==> src/design/bwalu_pkg.sv <==
// Shared types and constants for the byte/word ALU.
`default_nettype none

package bwalu_pkg;

  localparam int DataW = 16;

  typedef enum logic [3:0] {
    OP_INC = 4'd0,
    OP_DEC = 4'd1,
    OP_CLR = 4'd2,
    OP_INV = 4'd3,
    OP_ASR = 4'd4,
    OP_SL  = 4'd5,
    OP_RRC = 4'd6,
    OP_RLC = 4'd7,
    OP_ADD = 4'd8,
    OP_SUB = 4'd9,
    OP_AND = 4'd10,
    OP_OR  = 4'd11,
    OP_XOR = 4'd12,
    OP_XFR = 4'd13
  } op_t;

  typedef struct packed {
    logic [DataW-1:0] result;
    logic             link_we;
    logic             link;
    logic             ovf_we;
    logic             ovf;
  } alu_res_t;

endpackage

`default_nettype wire

==> src/design/bwalu_exec.sv <==
// Combinational datapath of the byte/word ALU: adder, shifter, logic unit.
`default_nettype none

module bwalu_exec (
  input  wire logic [3:0]                  operation,
  input  wire logic                        wide,
  input  wire logic [bwalu_pkg::DataW-1:0] operand_a,
  input  wire logic [bwalu_pkg::DataW-1:0] operand_b,
  input  wire logic                        carry_in,
  output bwalu_pkg::alu_res_t              res
);

  logic [15:0] mask;
  logic [4:0]  wbits;
  logic [15:0] a_m;
  logic [15:0] b_m;
  logic [4:0]  n;
  logic [3:0]  nm1;
  logic [4:0]  sh_l;
  logic        sign;

  logic [15:0] add_x;
  logic [15:0] add_y;
  logic        add_c;
  logic [16:0] sum;
  logic [15:0] add_r;
  logic        add_co;
  logic [15:0] ovf_vec;
  logic        add_v;

  logic [15:0] asr_r;
  logic [15:0] sl_r;
  logic [16:0] rrc_t;
  logic [15:0] rrc_r;
  logic [15:0] cin16;
  logic [15:0] rlc_r;
  logic        lsb_out;
  logic        msb_out;
  logic [15:0] sh_r;
  logic        sh_c;
  logic        sh_top;

  always_comb begin
    mask  = wide ? 16'hFFFF : 16'h00FF;
    wbits = wide ? 5'd16 : 5'd8;
    a_m   = operand_a & mask;
    b_m   = operand_b & mask;
    if (b_m >= {11'd0, wbits}) begin
      n = wbits;
    end else begin
      n = b_m[4:0] + 5'd1;
    end
    nm1  = 4'(n - 5'd1);
    sh_l = wbits - n;
    sign = wide ? a_m[15] : a_m[7];

    add_x = a_m;
    add_y = b_m;
    add_c = 1'b0;
    case (operation)
      bwalu_pkg::OP_DEC: add_y = ~b_m;
      bwalu_pkg::OP_CLR: add_x = 16'h0000;
      bwalu_pkg::OP_INV: add_x = ~a_m;
      bwalu_pkg::OP_SUB: begin
        add_y = ~b_m;
        add_c = 1'b1;
      end
      default: ;
    endcase
    add_x   = add_x & mask;
    add_y   = add_y & mask;
    sum     = {1'b0, add_x} + {1'b0, add_y} + {16'd0, add_c};
    add_r   = sum[15:0] & mask;
    add_co  = wide ? sum[16] : sum[8];
    ovf_vec = (add_x ^ add_r) & (add_y ^ add_r);
    add_v   = wide ? ovf_vec[15] : ovf_vec[7];

    asr_r   = (a_m >> n) | (sign ? ((mask << sh_l[3:0]) & mask) : 16'h0000);
    sl_r    = (a_m << n) & mask;
    rrc_t   = {a_m, carry_in} << sh_l[3:0];
    rrc_r   = ((a_m >> n) | rrc_t[15:0]) & mask;
    cin16   = {15'd0, carry_in} << nm1;
    rlc_r   = ((a_m << n) | cin16 | (a_m >> (sh_l + 5'd1))) & mask;
    lsb_out = a_m[nm1];
    msb_out = a_m[sh_l[3:0]];

    sh_r = asr_r;
    sh_c = lsb_out;
    case (operation)
      bwalu_pkg::OP_SL: begin
        sh_r = sl_r;
        sh_c = msb_out;
      end
      bwalu_pkg::OP_RRC: begin
        sh_r = rrc_r;
        sh_c = lsb_out;
      end
      bwalu_pkg::OP_RLC: begin
        sh_r = rlc_r;
        sh_c = msb_out;
      end
      default: ;
    endcase
    sh_top = wide ? sh_r[15] : sh_r[7];

    res.result  = 16'h0000;
    res.link_we = 1'b0;
    res.link    = 1'b0;
    res.ovf_we  = 1'b0;
    res.ovf     = 1'b0;
    unique case (operation)
      bwalu_pkg::OP_INC, bwalu_pkg::OP_DEC: begin
        res.result = add_r;
        res.ovf_we = 1'b1;
        res.ovf    = add_v;
      end
      bwalu_pkg::OP_CLR, bwalu_pkg::OP_INV, bwalu_pkg::OP_ADD, bwalu_pkg::OP_SUB: begin
        res.result  = add_r;
        res.link_we = 1'b1;
        res.link    = add_co;
        res.ovf_we  = 1'b1;
        res.ovf     = add_v;
      end
      bwalu_pkg::OP_ASR, bwalu_pkg::OP_SL, bwalu_pkg::OP_RRC, bwalu_pkg::OP_RLC: begin
        res.result  = sh_r;
        res.link_we = 1'b1;
        res.link    = sh_c;
        res.ovf_we  = 1'b1;
        res.ovf     = sh_top ^ sh_c;
      end
      bwalu_pkg::OP_AND: res.result = a_m & b_m;
      bwalu_pkg::OP_OR:  res.result = a_m | b_m;
      bwalu_pkg::OP_XOR: res.result = a_m ^ b_m;
      bwalu_pkg::OP_XFR: res.result = a_m;
      default: res.result = 16'h0000;
    endcase
  end

endmodule

`default_nettype wire

==> src/design/byte_word_alu_with_flags_core.sv <==
// Top level of the byte/word ALU with link, overflow, minus and zero flags.
// Each transaction passes through the input register, then the result register.
// Throughput: one transaction per cycle while the output is not stalled; the adder/shifter path sets the cycle.
// A new input is taken while a result waits, as long as the input register is empty.
// Reset clears both valid bits and the link and overflow flags.
`default_nettype none

module byte_word_alu_with_flags_core (
  input  wire logic                        clk,
  input  wire logic                        rst,
  input  wire logic                        in_valid,
  output logic                             in_stall,
  input  wire logic [3:0]                  operation,
  input  wire logic                        wide,
  input  wire logic [bwalu_pkg::DataW-1:0] operand_a,
  input  wire logic [bwalu_pkg::DataW-1:0] operand_b,
  input  wire logic                        carry_in,
  output logic                             out_valid,
  input  wire logic                        out_stall,
  output logic [bwalu_pkg::DataW-1:0]      result,
  output logic                             link_out,
  output logic                             overflow_out,
  output logic                             minus_out,
  output logic                             zero_out
);

  logic                        s1_valid;
  logic [3:0]                  s1_op;
  logic                        s1_wide;
  logic [bwalu_pkg::DataW-1:0] s1_a;
  logic [bwalu_pkg::DataW-1:0] s1_b;
  logic                        s1_cin;
  logic                        link_flag;
  logic                        overflow_flag;
  logic                        link_next;
  logic                        overflow_next;
  logic                        advance;
  logic                        in_take;
  bwalu_pkg::alu_res_t         res;

  bwalu_exec u_exec (
    .operation (s1_op),
    .wide      (s1_wide),
    .operand_a (s1_a),
    .operand_b (s1_b),
    .carry_in  (s1_cin),
    .res       (res)
  );

  assign advance       = !out_valid || !out_stall;
  assign in_stall      = s1_valid && !advance;
  assign in_take       = in_valid && !in_stall;
  assign link_next     = res.link_we ? res.link : link_flag;
  assign overflow_next = res.ovf_we ? res.ovf : overflow_flag;

  always_ff @(posedge clk) begin
    if (rst) begin
      s1_valid      <= 1'b0;
      out_valid     <= 1'b0;
      link_flag     <= 1'b0;
      overflow_flag <= 1'b0;
    end else begin
      if (in_take) begin
        s1_valid <= 1'b1;
      end else if (advance) begin
        s1_valid <= 1'b0;
      end
      if (advance) begin
        out_valid <= s1_valid;
        if (s1_valid) begin
          link_flag     <= link_next;
          overflow_flag <= overflow_next;
        end
      end
    end
  end

  always_ff @(posedge clk) begin
    if (in_take) begin
      s1_op   <= operation;
      s1_wide <= wide;
      s1_a    <= operand_a;
      s1_b    <= operand_b;
      s1_cin  <= carry_in;
    end
    if (advance && s1_valid) begin
      result       <= res.result;
      link_out     <= link_next;
      overflow_out <= overflow_next;
      minus_out    <= s1_wide ? res.result[15] : res.result[7];
      zero_out     <= (res.result == 16'h0000);
    end
  end

  a_flags_track: assert property (@(posedge clk) disable iff (rst)
    out_valid |-> (link_out == link_flag) && (overflow_out == overflow_flag))
    else $error("output flags differ from held flags");

  a_zero_flag: assert property (@(posedge clk) disable iff (rst)
    out_valid |-> (zero_out == (result == 16'h0000)))
    else $error("zero flag does not match result");

  a_logic_holds: assert property (@(posedge clk) disable iff (rst)
    (s1_valid && advance && (s1_op == bwalu_pkg::OP_AND || s1_op == bwalu_pkg::OP_OR ||
      s1_op == bwalu_pkg::OP_XOR || s1_op == bwalu_pkg::OP_XFR))
    |=> (link_flag == $past(link_flag)) && (overflow_flag == $past(overflow_flag)))
    else $error("logical operation changed link or overflow");

  a_stall_cause: assert property (@(posedge clk) disable iff (rst)
    in_stall |-> s1_valid && out_valid && out_stall)
    else $error("input stalled without a blocked pipeline");

endmodule

`default_nettype wire
==> config.mk <==
export PLATFORM = sky130hd
export DESIGN_NAME = byte_word_alu_with_flags_core
export DESIGN_NICKNAME = d
export VERILOG_FILES = /design/src/design/bwalu_pkg.sv /design/src/design/bwalu_exec.sv /design/src/design/byte_word_alu_with_flags_core.sv
export SDC_FILE = /design/constraint.sdc
export NUM_CORES = 1
export LEC_CHECK = 0
export BUFFER_PORTS_ARGS = -buffer_cell sky130_fd_sc_hd__buf_2
export CAP_MARGIN = 5
export CORE_UTILIZATION = 40
export DETAILED_ROUTE_END_ITERATION = 8
export GPL_TIMING_DRIVEN = 0
export HOLD_SLACK_MARGIN = 0.12
export MAX_ROUTING_LAYER = met4
export PLACE_DENSITY = 0.64
export SLEW_MARGIN = 5
export SYNTH_ARGS = -nofsm -noshare
export SYNTH_HDL_FRONTEND = slang
export SYNTH_HIERARCHICAL = 1
export SYNTH_SLANG_ARGS = --single-unit
export TNS_END_PERCENT = 20
==> constraint.sdc <==
create_clock -name clk -period 7.19 [get_ports clk]
set_input_delay 1.438 -clock clk [delete_from_list [all_inputs] [get_ports clk]]
set_output_delay 1.438 -clock clk [all_outputs]
set_load 0.1 [all_outputs]
==> reports/qor.yml <==
status:
  status: "finished clean"
layout:
  drive_above_1_share: 0.1662
  multiInputGateArea_um2: 6001
  most-common-layout-cells: "nand2_1 (98), nor2_1 (92), buf_2 (82)"
  syn_to_final_growth_pct: 12.59
  fill_cells: 2055
  final_cell_area_um2: 9318
  finalNetCount: 1179
  finalNonFillerCells: 1353
  insertedDiodeCount: 0
  layout_commonest_cell: "nand2_1"
  final-seq-area_um2: 1822
sta:
  worst_pin_slew_ns: 1.156
  slew_viol_final: 0
  slew_headroom: 0.2241
  period_minus_slack_ns: 6.990
  finalSetupViolCount: 0
  rsz0062_at_grt: "no"
  finalCritPeriodShare: 0.9722
  final.setup_skew_ns: 0.01236
  fmax_mhz: 143.1
  hold_violations: 0
detailed_routing:
  drtAntennaViolNets: 0
  vias: 8975
  first_pass_iters: 6
  via_per_inst: 6.633
  drc: 0
  wl_per_cell_um: 28.40
  wl_mm: 38.43
  drt_iter0_drc: 1275
yosys:
  synthFlopType: "edfxtp_1"
  synth_edf_count: 58
  synth_nets: 1106
  yosysUniqueCellTypes: 94
  ys_ff_latch: 62
  ys_seq_area_frac: 0.2201
  synth_cells: 1005
  synth.cell_area_um2: 8275
  ys_top_cells_by_area: "edfxtp_1 (21%), ha_1 (8.6%), mux2i_1 (6.0%), mux4_2 (5.2%), a21oi_1 (4.7%)"
  async_flop_share: 0
  synth_largest_area_cell: "edfxtp_1"
  ys_warn_count: 6
  yosys.area.top_type_share: 0.2105
  avgSynthCellArea_um2: 8.234
power:
  ir_worst_vdd_v: 0.0001070
  p_per_area_nw_per_um2: 160.2
  leakagePower_nw: 3.816
global_routing:
  grt_overflow_total: 0
  gr-usage-all-layers: 0.3697
  busiest_layer: "met2"
  met1_usage: 0.4940
  grt_pass1_wl_mm: 55.46
  first_global_vias: 8279
  antenna_found_initial: 0
  met3_usage: 0.1025
  gr-usage-met2: 0.5263
  grt_max_degree: 35
critical_path:
  cp.arrival_ns: 7.23
  worstSetupStartpointType: "register"
  path_class: "register to register"
  cp.required_ns: 7.43
  crit_path_max_fanout: 15
  endpoint_kind: "register"
clock_network:
  clock_sinks: 62
  cts_tree: "built"
  path_clk_slew_ns: 0.06
  root_buffer: "clkbuf_16"
  cts-buffers-inserted: 9
  cts_buffer_depth: 2
  h-tree-depth: 3
  clkLatencyLatePin_ns: 0.34
  hold_buffers: 0
die:
  die_w_um: 145.8
  coreArea_um2: 20230
  start_util: 0.4090
  pin_count: 64
  num_rows: 52
  die_h_um: 145.8
  die_area_um2: 21270
job:
  max_cap_violations: 0
placement:
  dp.cells: 1339
  place_area_um2: 8956
  dp_hpwl_mm: 30.70
  port_buffers: 63
  gp_congestion: 1.052
worst_hold_path:
  holdCritPathClass: "register to register"
[final timing paths]
kind / start / depth (start not counted) / slack (ns) / end
max: s1_wide / 25 / 0.20 / overflow_flag
min: link_flag / 2 / 0.49 / link_flag
max reg2reg: s1_wide / 25 / 0.20 / overflow_flag
min reg2reg: link_flag / 2 / 0.49 / link_flag
[flip-flops by register name, indices dropped and copies added (netlist names), 4 cells and up]
register / flops
s1_a: 16
s1_b: 16
s1_op: 4
result: 16
[cells in the mapped netlist, types with 4 or more instances]
cell type  count
a211oi_1      12
a21o_1         9
a21oi_1       78
a221o_1        4
a221oi_1      12
a22oi_1        6
a31oi_1       14
and2_1        11
and3_1         7
buf_1          6
buf_2         18
clkbuf_1      42
dfxtp_1        4
edfxtp_1      58
ha_1          57
inv_1         48
mux2_2        14
mux2i_1       50
mux4_2        19
nand2_1       98
nand2b_1       5
nand3_1       37
nand4_1        5
nor2_1        92
nor2b_1        8
nor3_1        25
nor4_1         9
o211ai_1      13
o21ai_0       61
o21ai_1        9
o221ai_1       9
o22ai_1       17
o31ai_1       12
or3_1          6
xnor2_1       28
xor2_1         6
[kinds of logic after synthesis]
logic type	count (synthesis)	synth area share
muxes	85	0.1358
DFF	62	0.2201
adders and majority gates	59	0.09102
xor gates and xnor gates	38	0.04596
buffers and inverters	121	0.06078
and+or+nand+nor	326	0.1919
AOI/OAI and AO/OA	314	0.2545
[through the flow]
step	setup WS [ns]	hold slack [ns]	utilization	TNS [ns]	total power, mW
finish	0.2001	0.4891	0.4605	0	1.493
global route	0.01919	0.5499	0.4605	0	1.545
CTS	0.03891	0.4942	0.4594	0	1.479
floorplan	1.230	0.4518	-	0	0.8400
detailed placement	-1.449	0.4766	0.4426	-16.46	1.018
global placement	-1.645	0.4700	0.4413	-19.04	1.022
[critical path, stage by stage (launching register included)]
cell	delay, ns
edfxtp_1	0.50
clkinvlp_4	0.14
clkbuf_2	0.21
buf_2	0.27
ha_1	0.27
nor4_4	0.37
nand3_1	0.16
buf_2	0.24
nor3_1	0.25
buf_2	0.30
inv_1	0.32
buf_2	0.35
ha_4	0.40
or2_2	0.24
nor2_1	0.06
or4_4	0.46
xnor2_4	0.32
mux2_2	0.38
mux2i_1	0.30
nand2_1	0.25
a311o_1	0.39
nand4_1	0.11
nand3_2	0.08
mux2_2	0.29
mux2i_1	0.14
nor2_1	0.05
[cell type report]
cell class,instances,area share
Clock buffer,12,0.02753
Tap cell,270,0.03626
Inverter,50,0.02055
Clock inverter,4,0.004968
Timing Repair Buffer,67,0.03840
Buffer,66,0.03276
Sequential cell,62,0.1955
Multi-Input combinational cell,822,0.6440
[report_power, final]
group,leakage [nW],switching [mW],internal (mW)
logic,3.08,0.410,0.188
clock network,0.146,0.166,0.286
registers,0.593,0.0189,0.425
[per-layer routing]
metal	part of all wire	wire, µm
met1	0.42	15990
met2	0.42	16000
met3	0.12	4718
met4	0.045	1721
met5	0	0
[what timing repair did]
| action | CTS | global route |
|---|---|---|
| endpoints found under the setup margin | 21 | 5 |
| pin swaps | 1 | 0 |
| gates resized for setup | 10 | 9 |
| buffers inserted | 3 | 0 |
No activity file was read; power rests on OpenSTA's default activity.
